`config.mk`:
```
export PLATFORM = sky130hd
export DESIGN_NAME = ultrasonic_echo_ranger_flat
export DESIGN_NICKNAME = d
export VERILOG_FILES = /design/src/hw/rtl/uer_pkg.sv /design/src/hw/rtl/uer_stream_if.sv /design/src/hw/rtl/uer_front.sv /design/src/hw/rtl/uer_queue.sv /design/src/hw/rtl/uer_back.sv /design/src/hw/rtl/ultrasonic_echo_ranger.sv /design/src/flat_wrapper.sv
export SDC_FILE = /design/constraint.sdc
export NUM_CORES = 1
export LEC_CHECK = 0
export BUFFER_PORTS_ARGS = -buffer_cell sky130_fd_sc_hd__buf_4
export CAP_MARGIN = 20
export CELL_PAD_IN_SITES_DETAIL_PLACEMENT = 0
export CELL_PAD_IN_SITES_GLOBAL_PLACEMENT = 1
export CORE_UTILIZATION = 33
export DETAILED_ROUTE_END_ITERATION = 7
export HOLD_SLACK_MARGIN = 0.06
export PLACE_DENSITY_LB_ADDON = 0.1
export SYNTH_ARGS = -nofsm -noshare
export SYNTH_HDL_FRONTEND = slang
export SYNTH_SLANG_ARGS = --single-unit
```
`constraint.sdc`:
```
create_clock -name clk -period 5.3 [get_ports clk]
set_input_delay 0.53 -clock clk [delete_from_list [all_inputs] [get_ports clk]]
set_output_delay 0.53 -clock clk [all_outputs]
set_load 0.03 [all_outputs]
```
`src/hw/rtl/uer_pkg.sv`:
```
package uer_pkg;

	// configuration register indexes
	localparam int CFG_IDX_W = 1;
	localparam int CFG_DATA_W = 24;
	localparam logic [CFG_IDX_W-1:0] REG_TRIG_PULSE = 1'b0;
	localparam logic [CFG_IDX_W-1:0] REG_TIMEOUT = 1'b1;

	// register reset values
	localparam logic [15:0] TRIG_PULSE_RST = 16'd20;
	localparam logic [23:0] TIMEOUT_RST = 24'd50000;

	localparam int RING_SLOTS_DEF = 128;
	localparam int QUEUE_DEPTH = 2;

	localparam int WIDTH_W = 32;
	localparam int ENTRY_W = WIDTH_W + 1;
	localparam int HELD_W = 7;

	// ring entry: top bit flags a timeout marker
	localparam logic [ENTRY_W-1:0] ENTRY_TIMEOUT = {1'b1, {WIDTH_W{1'b0}}};

	typedef struct packed {
		logic echo_level;
		logic trigger_request;
		logic pop_request;
	} in_item_t;

	typedef struct packed {
		logic               trigger_out;
		logic               pop_valid;
		logic               pop_timeout;
		logic [WIDTH_W-1:0] pop_width;
		logic               result_stored;
		logic [HELD_W-1:0]  entries_held;
	} out_item_t;

	// classified tick handed from front to back
	typedef struct packed {
		logic               trig_out;
		logic               pop;
		logic               push;
		logic [ENTRY_W-1:0] entry;
	} op_t;

endpackage

```
`src/hw/rtl/uer_stream_if.sv`:
```
interface uer_stream_if #(
	parameter type T = logic
) ();
	logic valid;
	logic ready;
	T     data;

	modport source (output valid, output data, input ready);
	modport sink (input valid, input data, output ready);
endinterface

```
`src/hw/rtl/uer_front.sv`:
```
module uer_front (
	input  logic                            clk,
	input  logic                            arst_n,
	input  logic                            acc,
	input  uer_pkg::in_item_t               item,
	input  logic                            cfg_we,
	input  logic [uer_pkg::CFG_IDX_W-1:0]   cfg_idx,
	input  logic [uer_pkg::CFG_DATA_W-1:0]  cfg_wdata,
	output uer_pkg::op_t                    op
);

	logic [15:0] pulse_cfg_q;
	logic [23:0] timeout_cfg_q;

	logic        prev_q, armed_q, to_armed_q;
	logic [31:0] width_q;
	logic [15:0] pulse_q;
	logic [23:0] to_rem_q;

	logic        armed_d, to_armed_d;
	logic [31:0] width_d;
	logic [15:0] pulse_d;
	logic [23:0] to_rem_d;
	logic        fall, just_armed, trig, to_push;

	always_comb begin
		armed_d = armed_q;
		width_d = width_q;
		to_armed_d = to_armed_q;
		to_rem_d = to_rem_q;
		fall = 1'b0;
		// echo edges
		if (item.echo_level && !prev_q) begin
			armed_d = 1'b1;
			width_d = 32'd1;
		end else if (item.echo_level) begin
			if (armed_q && width_q != '1) width_d = width_q + 32'd1;
		end else if (prev_q && armed_q) begin
			fall = 1'b1;
			armed_d = 1'b0;
			width_d = '0;
			to_armed_d = 1'b0;
			to_rem_d = '0;
		end
		// trigger pulse
		pulse_d = pulse_q;
		just_armed = 1'b0;
		trig = 1'b0;
		if (pulse_q == '0 && item.trigger_request)
			pulse_d = (pulse_cfg_q == '0) ? 16'd1 : pulse_cfg_q;
		if (pulse_d != '0) begin
			trig = 1'b1;
			pulse_d = pulse_d - 16'd1;
			if (pulse_d == '0) begin
				to_armed_d = 1'b1;
				to_rem_d = (timeout_cfg_q == '0) ? 24'd1 : timeout_cfg_q;
				just_armed = 1'b1;
			end
		end
		// timeout countdown
		to_push = 1'b0;
		if (to_armed_d && !just_armed) begin
			if (to_rem_d != '0) to_rem_d = to_rem_d - 24'd1;
			if (to_rem_d == '0) begin
				to_armed_d = 1'b0;
				to_push = !fall;
			end
		end
		op.trig_out = trig;
		op.pop = item.pop_request;
		op.push = fall || to_push;
		op.entry = fall ? {1'b0, width_q} : uer_pkg::ENTRY_TIMEOUT;
	end

	always_ff @(posedge clk or negedge arst_n) begin
		if (!arst_n) begin
			pulse_cfg_q <= uer_pkg::TRIG_PULSE_RST;
			timeout_cfg_q <= uer_pkg::TIMEOUT_RST;
		end else if (cfg_we) begin
			case (cfg_idx)
				uer_pkg::REG_TRIG_PULSE: pulse_cfg_q <= cfg_wdata[15:0];
				uer_pkg::REG_TIMEOUT:    timeout_cfg_q <= cfg_wdata;
				default: ;
			endcase
		end
	end

	always_ff @(posedge clk or negedge arst_n) begin
		if (!arst_n) begin
			prev_q <= 1'b0;
			armed_q <= 1'b0;
			width_q <= '0;
			pulse_q <= '0;
			to_armed_q <= 1'b0;
			to_rem_q <= '0;
		end else if (acc) begin
			prev_q <= item.echo_level;
			armed_q <= armed_d;
			width_q <= width_d;
			pulse_q <= pulse_d;
			to_armed_q <= to_armed_d;
			to_rem_q <= to_rem_d;
		end
	end

endmodule

```
`src/hw/rtl/uer_queue.sv`:
```
module uer_queue (
	input  logic         clk,
	input  logic         arst_n,
	input  logic         wr_en,
	input  uer_pkg::op_t wr_op,
	output logic         not_full,
	output logic         rd_valid,
	input  logic         rd_en,
	output uer_pkg::op_t rd_op
);

	localparam int PTR_W = (uer_pkg::QUEUE_DEPTH > 1) ? $clog2(uer_pkg::QUEUE_DEPTH) : 1;
	localparam int CNT_W = $clog2(uer_pkg::QUEUE_DEPTH + 1);

	uer_pkg::op_t     slot_q [uer_pkg::QUEUE_DEPTH];
	logic [PTR_W-1:0] head_q, tail_q;
	logic [CNT_W-1:0] count_q;
	logic             push, pop;

	function automatic logic [PTR_W-1:0] step(input logic [PTR_W-1:0] p);
		return (p == PTR_W'(uer_pkg::QUEUE_DEPTH - 1)) ? '0 : p + 1'b1;
	endfunction

	assign not_full = (count_q != CNT_W'(uer_pkg::QUEUE_DEPTH));
	assign rd_valid = (count_q != '0);
	assign rd_op = slot_q[head_q];
	assign push = wr_en && not_full;
	assign pop = rd_en && rd_valid;

	always_ff @(posedge clk) begin
		if (push) slot_q[tail_q] <= wr_op;
	end

	always_ff @(posedge clk or negedge arst_n) begin
		if (!arst_n) begin
			head_q <= '0;
			tail_q <= '0;
			count_q <= '0;
		end else begin
			if (push) tail_q <= step(tail_q);
			if (pop) head_q <= step(head_q);
			case ({push, pop})
				2'b10:   count_q <= count_q + 1'b1;
				2'b01:   count_q <= count_q - 1'b1;
				default: count_q <= count_q;
			endcase
		end
	end

endmodule

```
`src/hw/rtl/uer_back.sv`:
```
module uer_back #(
	parameter int RING_SLOTS = uer_pkg::RING_SLOTS_DEF
) (
	input  logic              clk,
	input  logic              arst_n,
	input  logic              op_valid,
	input  uer_pkg::op_t      op,
	output logic              op_ready,
	output logic              out_valid,
	input  logic              out_ready,
	output uer_pkg::out_item_t out_data
);

	localparam int PTR_W = $clog2(RING_SLOTS);

	logic [uer_pkg::ENTRY_W-1:0] ring [RING_SLOTS];

	logic [PTR_W-1:0] rp_q, wp_q, rp_n, wp_n;
	logic             pop_ok, push_ok, adv;
	logic [PTR_W:0]   held;

	logic                        s2_valid_q;
	logic                        trig_s2, popv_s2, stored_s2;
	logic [uer_pkg::HELD_W-1:0]  held_s2;
	logic [uer_pkg::ENTRY_W-1:0] rd_s2;

	function automatic logic [PTR_W-1:0] nxt(input logic [PTR_W-1:0] p);
		return (p == PTR_W'(RING_SLOTS - 1)) ? '0 : p + 1'b1;
	endfunction

	assign op_ready = !s2_valid_q || out_ready;
	assign adv = op_valid && op_ready;

	// pop sees the ring as it stood before this tick's push
	always_comb begin
		pop_ok = op.pop && (rp_q != wp_q);
		rp_n = pop_ok ? nxt(rp_q) : rp_q;
		push_ok = op.push && (nxt(wp_q) != rp_n);
		wp_n = push_ok ? nxt(wp_q) : wp_q;
		if (wp_n >= rp_n)
			held = {1'b0, wp_n} - {1'b0, rp_n};
		else
			held = {1'b0, wp_n} + (PTR_W+1)'(RING_SLOTS) - {1'b0, rp_n};
	end

	always_ff @(posedge clk) begin
		if (adv && push_ok) ring[wp_q] <= op.entry;
		if (adv && pop_ok) rd_s2 <= ring[rp_q];
	end

	always_ff @(posedge clk or negedge arst_n) begin
		if (!arst_n) begin
			rp_q <= '0;
			wp_q <= '0;
			s2_valid_q <= 1'b0;
		end else begin
			if (adv) begin
				rp_q <= rp_n;
				wp_q <= wp_n;
			end
			if (op_ready) s2_valid_q <= op_valid;
		end
	end

	always_ff @(posedge clk) begin
		if (adv) begin
			trig_s2 <= op.trig_out;
			popv_s2 <= pop_ok;
			stored_s2 <= push_ok;
			held_s2 <= uer_pkg::HELD_W'(held);
		end
	end

	assign out_valid = s2_valid_q;

	always_comb begin
		out_data.trigger_out = trig_s2;
		out_data.pop_valid = popv_s2;
		out_data.pop_timeout = popv_s2 && rd_s2[uer_pkg::WIDTH_W];
		out_data.pop_width = (popv_s2 && !rd_s2[uer_pkg::WIDTH_W]) ?
			rd_s2[uer_pkg::WIDTH_W-1:0] : '0;
		out_data.result_stored = stored_s2;
		out_data.entries_held = held_s2;
	end

endmodule

```
`src/hw/rtl/ultrasonic_echo_ranger.sv`:
```
// path: a taken tick goes into the queue and from there into the output register,
// from which its result transaction is taken; a result-side stall holds it in the queue
// throughput: one tick per cycle while the queue has room; the front keeps its counters
// in registers and the ring memory has one write and one registered read port per cycle
// reset: arst_n clears all control state and restores the register defaults;
// the result ring itself is not cleared and needs no clearing pass
module ultrasonic_echo_ranger #(
	parameter int RING_SLOTS = uer_pkg::RING_SLOTS_DEF
) (
	input  logic                            clk,
	input  logic                            arst_n,
	uer_stream_if.sink                      samples,
	uer_stream_if.source                    results,
	input  logic                            cfg_we,
	input  logic [uer_pkg::CFG_IDX_W-1:0]   cfg_idx,
	input  logic [uer_pkg::CFG_DATA_W-1:0]  cfg_wdata
);

	// front to queue
	uer_pkg::op_t front_op;
	logic         q_not_full;
	logic         sample_acc;

	// queue to back
	uer_pkg::op_t back_op;
	logic         back_valid, back_ready;

	// a sample transaction is taken whenever the queue has room
	assign samples.ready = q_not_full;
	assign sample_acc = samples.valid && q_not_full;

	// front: echo edge detection, trigger pulse and timeout timers
	uer_front u_front (
		.clk       (clk),
		.arst_n    (arst_n),
		.acc       (sample_acc),
		.item      (samples.data),
		.cfg_we    (cfg_we),
		.cfg_idx   (cfg_idx),
		.cfg_wdata (cfg_wdata),
		.op        (front_op)
	);

	// short queue so the front keeps sampling while the result side stalls, until it fills
	uer_queue u_queue (
		.clk      (clk),
		.arst_n   (arst_n),
		.wr_en    (sample_acc),
		.wr_op    (front_op),
		.not_full (q_not_full),
		.rd_valid (back_valid),
		.rd_en    (back_ready),
		.rd_op    (back_op)
	);

	// back: ring pointers, ring memory and the output register
	uer_back #(
		.RING_SLOTS (RING_SLOTS)
	) u_back (
		.clk       (clk),
		.arst_n    (arst_n),
		.op_valid  (back_valid),
		.op        (back_op),
		.op_ready  (back_ready),
		.out_valid (results.valid),
		.out_ready (results.ready),
		.out_data  (results.data)
	);

endmodule

```
`src/flat_wrapper.sv`:
```
// flat-port wrapper written by rule: the top's interface ports become plain ports
module ultrasonic_echo_ranger_flat 
#(
	parameter int RING_SLOTS = uer_pkg::RING_SLOTS_DEF
)
  (clk, arst_n, cfg_we, cfg_idx, cfg_wdata, samples_valid, samples_data, samples_ready, results_valid, results_data, results_ready);
  uer_stream_if samples_i ();
  uer_stream_if results_i ();
  input  logic clk;
  input  logic arst_n;
  input  logic cfg_we;
  input  logic [uer_pkg::CFG_IDX_W-1:0] cfg_idx;
  input  logic [uer_pkg::CFG_DATA_W-1:0] cfg_wdata;
  input wire logic [$bits(samples_i.valid)-1:0] samples_valid;
  input wire logic [$bits(samples_i.data)-1:0] samples_data;
  output wire logic [$bits(samples_i.ready)-1:0] samples_ready;
  output wire logic [$bits(results_i.valid)-1:0] results_valid;
  output wire logic [$bits(results_i.data)-1:0] results_data;
  input wire logic [$bits(results_i.ready)-1:0] results_ready;
  assign samples_i.valid = samples_valid;
  assign samples_i.data = samples_data;
  assign samples_ready = samples_i.ready;
  assign results_valid = results_i.valid;
  assign results_data = results_i.data;
  assign results_i.ready = results_ready;
  ultrasonic_echo_ranger #(.RING_SLOTS(RING_SLOTS)) u_core (.clk(clk), .arst_n(arst_n), .samples(samples_i), .results(results_i), .cfg_we(cfg_we), .cfg_idx(cfg_idx), .cfg_wdata(cfg_wdata));
endmodule
```
==> impl_metrics.csv, run 1 <==
group,metric,value,unit
clock_network,root_buffer,"clkbuf_16",
sta,period_needed,5.08,ns
pwr,p_leak,2.70,nW
synthesis,yosysSeqAreaShare,37.9,%
worst_setup_path,cp-start-kind,"flop",
run,cap_viol_max_count,0,
worst_setup_path,r2r_cells,15,
die,coreArea,17500,um^2
sta,hold_ws,0.366,ns
worst_setup_path,end_kind,"flop",
worst_hold_path,hold_start,"samples_data",
sta,setup_viol,0,
global_routing,overflow,0,
sta,rsz0062_at_grt,"false",
global_routing,grt_max_degree,65,
worst_setup_path,critical_path_arrival,5.30,ns
die,fp.dieH,136,um
final_layout,final_common_cell,"dfrtp_1",
clock_network,numClockSinks,89,
sta,totalNegativeSetupSlack,0,ns
placement,place_inst,909,
worst_setup_path,crit_fanout,5,
final_layout,most-common-layout-cells,"dfrtp_1, buf_4, nor2_1",
sta,clock.fmax,197,MHz
global_routing,antenna_found_initial,0,
synthesis,ys_seq_elements,89,
final_layout,syn_to_final_growth,16.4,%
clock_network,numCtsBuffers,9,
die,ios,34,
placement,place.gp.congestion,0.900,
sta,maxSlewHeadroom,30.3,%
clock_network,clock_path_buffers,2,
final_layout,fin_util,39.7,%
sta,hold_violations,0,
sta,tightest_slew,1.04,ns
pwr,vdd_ir_drop_max,0.000241,V
outcome,status,"finished, final reports clean",
worst_setup_path,r2r_slack,0.22,ns
route,drt-total-wl,17200,um
synthesis,synth_nets,698,
global_routing,grt_pass1_wl,27600,um
final_layout,fin_nets,735,
route,num_vias,5226,
final_layout,drive_above_1_share,19.5,%
clock_network,cts_tree,"built",
worst_hold_path,hold_end,"u_core.u_queue.slot_q[0][1]",
clock_network,clk_latency,0.36,ns
pwr,p_per_area,517,nW/um^2
worst_setup_path,reg2reg_to,"u_core.u_queue.slot_q[0][0]",
synthesis,ys.flop_type,"dfrtp_1",
final_layout,n_antenna_cell,0,
placement,port_buffers,33,
die,die-width,136,um
synthesis,synth_edf_count,5,
worst_hold_path,whs_path_depth,1,
route,drt-pass1-iter-count,5,
worst_setup_path,startpoint,"u_core.u_front.pulse_q[10]",
clock_network,h-tree-depth,3,
synthesis,ys_warn_count,0,
sta,post-route-period-util,95.9,%
synthesis,synth_area,5950,um^2
synthesis,async_flop_share,94.4,%
die,start_util,34.1,%
worst_setup_path,crit_type,"flop to flop",
worst_setup_path,crit_required,5.52,ns
synthesis,syn_area_per_cell,9.02,um^2
sta,skew,0.0114,ns
clock_network,cts.reportedPaths.clkPinSlew,0.07,ns
route,viasPerCell,5.64,
placement,dp_hpwl,12600,um
worst_hold_path,min_path_type,"input pin to flop",
sta,slew_violations,0,
final_layout,stdcell_count,927,
route,ant_nets,0,
final_layout,nFillCells,1732,
route,drc,0,
route,route.detailed.wl_per_inst,18.5,um
global_routing,groute.usage.overall,19.6,%
sta,setup_slack,0.216,ns
synthesis,syn_inst,660,
placement,pre_cts_slack,0.125,ns
synthesis,synth_cell_type_count,65,
worst_setup_path,r2r_start,"u_core.u_front.pulse_q[10]",
die,die_area,18600,um^2
route,first_iter_violations,385,
global_routing,grt_pass1_vias,5055,
die,row_count,48,
==> worst max path at each step <==
stage	slack, ns	endpoint
after floorplan	0.01	u_core.u_queue.slot_q[0][0]
after global placement	0.19	u_core.u_queue.slot_q[1][0]
after detailed placement	0.13	u_core.u_queue.slot_q[0][0]
after CTS	0.09	u_core.u_queue.slot_q[0][0]
after global routing	0.0009	u_core.u_queue.slot_q[0][0]
final	0.22	u_core.u_queue.slot_q[0][0]
==> cell type report <==
type	instances	area [um^2]	share of cell area [%]
multi-input cells	519	3570	51.5
flip-flops and latches	89	2260	32.6
repair buffers	58	438	6.32
well taps	225	282	4.06
clock buffers	9	225	3.25
clock inverters	7	78.8	1.14
inverters	20	75.1	1.08
==> cells by family (layout without fill, tap and decap cells) <==
kind of cell,after synthesis,in the layout,synth area share (%)
flops,89,89,37.9
xor+xnor,66,66,9.71
simple gates,256,256,23.3
fa+ha+maj,7,7,1.47
buf+inv,52,94,3.87
mux,41,41,7.50
compound gates,149,149,16.2
==> synthesized netlist by cell type, drive strengths merged (3+ instances only) <==
library cell   n  area (um^2)
or2            4         25.0
nand2         45          169
and4           6         52.6
nor2          55          206
mux2i         12          120
or3            9         56.3
a21oi         43          215
a32oi          7         61.3
inv           20         75.1
nor4          15          119
dfrtp         78         1950
o211ai         3         22.5
and2          12         75.1
nand3         25          125
dfstp          6          158
a211oi         8         60.1
a21boi         4         33.8
or4            8         71.3
nand4         13         81.3
o21ai         39          195
nand4b         5         43.8
nor3b          5         37.5
edfxtp         5          150
nor4b          3         26.3
xor2          23          201
a41oi          3         26.3
and3           8         50.1
a22oi          5         37.5
buf           11         76.3
clkbuf        21         78.8
o31ai          4         30.0
a31oi          6         37.5
nor2b          3         18.8
o22ai          4         25.0
mux2          29          327
xnor2         43          377
o21bai         3         22.5
or4b           4         40.0
nor3          31          160
ha             7         87.6
nand2b         5         31.3
==> where the power goes <==
group,internal (mW),total (mW),switching (mW)
Combinational,0.711,1.67,0.956
Clock,0.370,0.670,0.300
Sequential,0.916,1.25,0.330
==> per-stage QoR <==
stage	power (mW)	cell area, um^2
finish	3.58	6930
global placement	2.87	6530
floorplan	2.39	5970
CTS	3.56	6840
global route	3.86	6930
detailed placement	2.87	6530
==> critical path, stage by stage, from the launching register on <==
cell,delay (ns)
dfrtp_1,0.44
or4_4,0.59
o41ai_2,0.29
nand3_1,0.18
or4_4,0.55
mux2i_4,0.24
ha_4,0.18
or4b_2,0.65
nor4_4,0.36
a2111oi_1,0.15
xor2_1,0.17
nor3_1,0.21
nand4_1,0.12
a211o_1,0.36
a2111oi_4,0.24
and3_4,0.24
==> layer usage <==
metal / vias up / GRT usage, % / part of all wire [%]
met2: 145 / 32.5 / 49
met4: 0 / 7.28 / 2.1
met1: 2551 / 25.6 / 45
li1: 2503 / - / -
met5: - / 0 / 0
met3: 27 / 2.95 / 3.8
==> flip-flops by register name, indices dropped and copies added (netlist names), named ones only <==
name,count
u_core.u_front.timeout_cfg_q,24
u_core.u_queue.count_q,2
u_core.u_front.to_rem_q,24
u_core.u_back.held_s2,1
u_core.u_back.rp_q,7
u_core.u_front.pulse_q,16
u_core.u_back.wp_q,2
u_core.u_back.out_valid,1
u_core.u_queue.slot_q,4
u_core.u_queue.tail_q,1
u_core.u_queue.head_q,1
u_core.u_front.to_armed_q,1
==> what timing repair did <==
item	in CTS	in global routing
gates resized for setup	0	15
hold endpoints to repair	11	0
setup endpoints to repair	0	3
hold buffers	1	0
buffers inserted	0	1
Power figures use the tool's default switching activity.
==> run 2: changes to the inputs <==
--- a/config.mk
+++ b/config.mk
@@ -13,6 +13,7 @@
 export DETAILED_ROUTE_END_ITERATION = 7
 export HOLD_SLACK_MARGIN = 0.06
 export PLACE_DENSITY_LB_ADDON = 0.1
+export REMOVE_ABC_BUFFERS = 1
 export SYNTH_ARGS = -nofsm -noshare
 export SYNTH_HDL_FRONTEND = slang
 export SYNTH_SLANG_ARGS = --single-unit
==> run 2 against run 1 <==
Combinational power about the same. Utilization decreased by 0.30 points. Cell area decreased by 0.76%. Hold slack got worse by 0.26 ns. Die area unchanged. Global-route usage decreased by 0.16 points. Clock skew decreased by 0.0022 ns. Total power increased by 0.50%. Routed wire length decreased by 1.9%. Worst setup slack improved by 0.094 ns. Clock power increased by 5.8%. Sequential power about the same.
==> impl_metrics.csv, run 2 (same netlist as run 1, synthesis figures left out) <==
group,metric,value,unit
placement,place.gp.congestion,0.846,
worst_setup_path,cp-start-kind,"flop",
worst_setup_path,cp.buffers_inverters,1,
pwr,power_frac_seq,34.8,%
final_layout,reg.largest.list,"u_core.u_front.timeout_cfg_q: 24 flops, u_core.u_front.to_rem_q: 24 flops, u_core.u_front.pulse_q: 16 flops",
sta,setup_viol,0,
route,drt-total-wl,16800,um
placement,dp_hpwl,12400,um
global_routing,overflow,0,
route,drt-pass1-iter-count,5,
sta,period_needed,4.99,ns
die,coreArea,17500,um^2
route,ant_nets,0,
placement,placed_cell_area,6520,um^2
clock_network,h-tree-depth,3,
final_layout,fin_nets,734,
die,die-width,136,um
sta,post-route-period-util,94.1,%
final_layout,n_antenna_cell,0,
route,first_iter_violations,390,
clock_network,numCtsBuffers,9,
pwr,p_switching,1.56,mW
clock_network,post_cts_buffers,0,
worst_setup_path,crit_chain,"or3_1 -> o41ai_2 -> nand3_1 -> or4_4 -> mux2i_4 -> ha_2 -> or4b_2 -> nor4_2 -> buf_4 -> a211oi_1 -> a21oi_1 -> nand4_1 -> mux2_2 -> a211o_1 -> a2111oi_4 -> and3_1",
sta,tightest_slew,0.942,ns
pwr,vdd_ir_drop_max,0.000204,V
pwr,p_int,2.04,mW
die,ios,34,
sta,slew_violations,0,
final_layout,syn_to_final_growth,15.5,%
final_layout,drive_above_1_share,18.7,%
final_layout,fin_area,6880,um^2
worst_setup_path,path_delay_family,"simple AND/OR/NAND/NOR gates",
global_routing,grt_pass1_vias,5014,
worst_setup_path,cpPeakStageDelay,0.63,ns
final_layout,most-common-layout-cells,"dfrtp_1, buf_4, nor2_1",
die,die_area,18600,um^2
die,row_count,48,
final_layout,final_common_cell,"dfrtp_1",
clock_network,cts.reportedPaths.clkPinSlew,0.07,ns
clock_network,clock_path_buffers,2,
final_layout,nFillCells,1727,
run,cap_viol_max_count,0,
sta,maxSlewHeadroom,37.1,%
route,num_vias,5163,
route,drc,0,
worst_setup_path,slowest_stage,"or4b_2",
sta,clock.fmax,200,MHz
worst_setup_path,crit_required,5.51,ns
pwr,power,3.60,mW
pwr,p_comb_share,45.5,%
pwr,sw_frac_of_total,43.2,%
die,start_util,34.1,%
outcome,status,"finished, final reports clean",
worst_setup_path,crit_fanout,6,
pwr,p_per_area,524,nW/um^2
pwr,clock_power_share,19.7,%
sta,hold_violations,0,
die,fp.dieH,136,um
worst_setup_path,crit_type,"flop to flop",
clock_network,numClockSinks,89,
route,viasPerCell,5.58,
sta,skew,0.00927,ns
worst_setup_path,end_kind,"flop",
pwr,p_leak,2.69,nW
global_routing,antenna_found_initial,0,
global_routing,groute.usage.overall,19.4,%
clock_network,clk_latency,0.35,ns
route,route.detailed.wl_per_inst,18.2,um
placement,port_buffers,33,
final_layout,stdcell_count,926,
global_routing,grt_pass1_wl,27500,um
placement,place_inst,910,
worst_hold_path,min_path_type,"input pin to async pin",
global_routing,grt_max_degree,57,
clock_network,root_buffer,"clkbuf_16",
clock_network,cts_tree,"built",
worst_setup_path,critical_path_arrival,5.20,ns
[run 2: cell types whose count changed in the layout (fill, tap and decap cells not counted), moves of 2 or more]
cell | before | now
nor4_4 | 2 | 0
or3_4 | 2 | 0
nor3_2 | 0 | 2
nor4_2 | 3 | 5
clkinv_4 | 3 | 0
or3_1 | 7 | 9
[run 2: final cells by class]
type	instances	area (um^2)	share of cell area, %
multi-input combinational	519	3510	51.0
sequential	89	2260	32.9
timing repair buffer	57	428	6.22
tap	225	282	4.09
clock buffer	11	243	3.53
clock inverter	5	80.1	1.16
inverter	20	75.1	1.09
[run 2: what timing repair did]
| action | 4_1_cts | 5_1_grt |
|---|---|---|
| endpoints found under the setup margin | 0 | 3 |
| hold buffers | 0 | 0 |
| gates resized for setup | 0 | 7 |
[run 2: worst paths after layout]
| check | startpoint | endpoint | slack, ns | depth (start not counted) |
|---|---|---|---|---|
| max in group asynchronous | arst_n | u_core.u_front.to_rem_q[14] | 4.09 | 2 |
| hold reg to reg | u_core.u_queue.tail_q | u_core.u_queue.tail_q | 0.49 | 1 |
| setup reg to reg | u_core.u_front.pulse_q[4] | u_core.u_queue.slot_q[0][0] | 0.31 | 16 |
| setup / recovery | u_core.u_front.pulse_q[4] | u_core.u_queue.slot_q[0][0] | 0.31 | 16 |
| min in group clk | samples_data | u_core.u_queue.slot_q[1][1] | 0.37 | 1 |
| hold / removal | arst_n | u_core.u_queue.count_q[1] | 0.10 | 1 |
[run 2: through the flow]
step                      hold WS (ns)  setup slack, ns  util (%)  TNS, ns
final                            0.104            0.310      39.4        0
after global routing             0.139          -0.0226      39.4  -0.0450
after CTS                        0.125            0.128      39.1        0
after detailed placement         0.481            0.168      37.3        0
after global placement           0.476            0.246      37.3        0
after floorplan                  0.234            -2.66         -   -47.16
[run 2: worst reg2reg max path, stage by stage (launching register included)]
cell	delay, ns
dfrtp_1	0.44
or3_1	0.51
o41ai_2	0.37
nand3_1	0.16
or4_4	0.54
mux2i_4	0.22
ha_2	0.24
or4b_2	0.63
nor4_2	0.23
buf_4	0.19
a211oi_1	0.06
a21oi_1	0.16
nand4_1	0.12
mux2_2	0.28
a211o_1	0.26
a2111oi_4	0.23
and3_1	0.22
[run 2: layer usage]
metal  up-vias  wire length [um]  GRT usage, %
li1       2499                 -             -
met1      2507              8270          27.6
met4         0               209          6.42
met5         -                 0             0
met3        13               754          2.57
met2       144              7600          30.2
[run 2: power groups by stage]
stage / Combinational, mW / Sequential [mW] / Clock, mW
4_1_cts: 1.62 / 1.25 / 0.728
2_1_floorplan: 1.14 / 1.19 / 0
3_3_place_gp: 1.62 / 1.26 / 0
5_1_grt: 1.82 / 1.29 / 0.762
3_5_place_dp: 1.62 / 1.26 / 0
6_report: 1.64 / 1.25 / 0.709
==> run 3: changes to the inputs <==
--- a/config.mk
+++ b/config.mk
@@ -12,6 +12,7 @@
 export CORE_UTILIZATION = 33
 export DETAILED_ROUTE_END_ITERATION = 7
 export HOLD_SLACK_MARGIN = 0.06
+export MAX_ROUTING_LAYER = met4
 export PLACE_DENSITY_LB_ADDON = 0.1
 export REMOVE_ABC_BUFFERS = 1
 export SYNTH_ARGS = -nofsm -noshare
==> run 3 against run 2 <==
Cell area increased by 0.47%. Critical path type unchanged. Utilization is 0.19 points higher. Critical endpoint is now u_core.u_queue.slot_q[1][0]. Register-to-register slack worse by 0.04 ns. Combinational power about the same. Routed wire length rose by 1.5%.
==> impl_metrics.csv, run 3 (same netlist as run 1, synthesis figures left out) <==
group,metric,value,unit
clock_network,clock_path_buffers,2,
final_layout,syn_to_final_growth,16.1,%
route,first_iter_violations,336,
run,cap_viol_max_count,0,
final_layout,nFillCells,1740,
sta,period_needed,5.03,ns
clock_network,cts.reportedPaths.clkPinSlew,0.07,ns
pwr,p_leak,2.70,nW
final_layout,fin_nets,734,
worst_setup_path,crit_required,5.51,ns
sta,hold_violations,0,
route,route.detailed.wl_per_inst,18.5,um
final_layout,reg.largest.list,"u_core.u_front.timeout_cfg_q: 24 flops, u_core.u_front.to_rem_q: 24 flops, u_core.u_front.pulse_q: 16 flops",
global_routing,antenna_found_initial,0,
die,fp.dieH,136,um
route,drt-total-wl,17100,um
worst_setup_path,end_kind,"flop",
outcome,status,"finished, final reports clean",
worst_setup_path,critical_path_arrival,5.24,ns
die,start_util,34.1,%
sta,skew,0.00800,ns
placement,place.gp.congestion,0.939,
worst_setup_path,reg2reg_to,"u_core.u_queue.slot_q[1][0]",
sta,slew_violations,0,
final_layout,drive_above_1_share,19.0,%
clock_network,root_buffer,"clkbuf_16",
pwr,vdd_ir_drop_max,0.000235,V
global_routing,groute.usage.overall,20.1,%
route,ant_nets,0,
die,coreArea,17500,um^2
clock_network,post_cts_buffers,0,
die,die_area,18600,um^2
sta,tightest_slew,0.972,ns
clock_network,cts_tree,"built",
global_routing,grt_pass1_wl,27800,um
die,row_count,48,
final_layout,n_antenna_cell,0,
sta,maxSlewHeadroom,35.0,%
route,drc,0,
worst_setup_path,r2r_start,"u_core.u_front.pulse_q[0]",
final_layout,final_common_cell,"dfrtp_1",
sta,post-route-period-util,95.0,%
global_routing,grt_pass1_vias,5050,
worst_setup_path,crit_type,"flop to flop",
worst_setup_path,r2r_slack,0.27,ns
route,drt-pass1-iter-count,5,
worst_setup_path,crit_fanout,9,
die,die-width,136,um
sta,clock.fmax,199,MHz
clock_network,clk_latency,0.36,ns
worst_hold_path,min_path_type,"input pin to flop",
pwr,p_per_area,530,nW/um^2
pwr,power,3.66,mW
placement,dp_hpwl,12400,um
worst_setup_path,r2r_cells,18,
worst_hold_path,hold_start,"samples_data",
sta,setup_viol,0,
route,viasPerCell,5.57,
die,ios,34,
global_routing,overflow,0,
final_layout,most-common-layout-cells,"dfrtp_1, buf_4, nor2_1",
placement,port_buffers,33,
worst_setup_path,cp-start-kind,"flop",
final_layout,fin_util,39.5,%
global_routing,grt_max_degree,71,
clock_network,numCtsBuffers,9,
sta,rsz0062_at_grt,"false",
clock_network,h-tree-depth,3,
worst_hold_path,hold_end,"u_core.u_queue.slot_q[1][1]",
clock_network,numClockSinks,89,
worst_hold_path,whs_path_depth,1,
route,num_vias,5157,
## run 3: worst max path at each step
stage	start	to	slack, ns	cells after the start
after floorplan	u_core.u_front.pulse_q[0]	u_core.u_queue.slot_q[0][0]	-2.66	17
after global placement	u_core.u_front.pulse_q[0]	u_core.u_queue.slot_q[0][0]	0.25	17
after detailed placement	u_core.u_front.pulse_q[0]	u_core.u_queue.slot_q[1][0]	0.08	17
after CTS	u_core.u_front.pulse_q[0]	u_core.u_queue.slot_q[1][0]	0.04	17
after global routing	u_core.u_front.pulse_q[0]	u_core.u_queue.slot_q[1][0]	0.01	17
final	u_core.u_front.pulse_q[0]	u_core.u_queue.slot_q[1][0]	0.27	18
## run 3: layer usage
layer | track usage [%] | part of all wire (%) | routed length [um] | vias to the layer above
met3 | 3.09 | 4.4 | 759 | 24
met4 | 7.47 | 2.0 | 340 | 0
met5 | - | 0 | 0 | -
met1 | 27.9 | 50 | 8540 | 2509
met2 | 29.3 | 44 | 7450 | 131
li1 | - | - | - | 2493
## run 3: area by class of cell
cell class | instances | area [um^2] | area share, %
inverters | 20 | 75.1 | 1.09
clock buffers | 12 | 268 | 3.87
flip-flops and latches | 89 | 2260 | 32.7
clock inverters | 4 | 72.6 | 1.05
multi-input cells | 519 | 3520 | 51.0
well taps | 225 | 282 | 4.07
repair buffers | 57 | 430 | 6.23
## run 3: critical path, stage by stage, from the launching register on
cell	delay [ns]
dfrtp_2	0.46
inv_1	0.11
ha_1	0.17
or4b_4	0.50
o31ai_1	0.23
o311ai_1	0.17
or4_4	0.46
mux2i_2	0.22
ha_2	0.24
or4b_2	0.66
nor4_4	0.19
buf_4	0.17
a211oi_1	0.06
a21oi_1	0.14
nand4_1	0.13
mux2_2	0.28
a211o_1	0.26
a2111oi_4	0.22
and3_1	0.23
## run 3: power by group
part	leakage (nW)	total, mW	internal, mW	switching (mW)
clock	0.164	0.745	0.455	0.291
sequential	1.08	1.28	0.917	0.366
combinational	1.46	1.63	0.706	0.926
total	2.70	3.66	2.08	1.58
## run 3: repair_timing
action / in CTS / in global routing
resized for setup: 0 / 10
setup endpoints to repair: 0 / 3
hold buffers: 1 / 0
endpoints found under the hold margin: 14 / 0
## run 3: through the flow
stage / TNS (ns) / hold slack, ns / area [um^2] / setup slack [ns] / instances
6_report: 0 / 0.372 / 6910 / 0.267 / 926
4_1_cts: 0 / 0.360 / 6860 / 0.0398 / 926
2_1_floorplan: -47.16 / 0.234 / 5800 / -2.66 / 628
3_3_place_gp: 0 / 0.401 / 6510 / 0.252 / 909
5_1_grt: 0 / 0.359 / 6910 / 0.0107 / 926
3_5_place_dp: 0 / 0.405 / 6510 / 0.0753 / 909
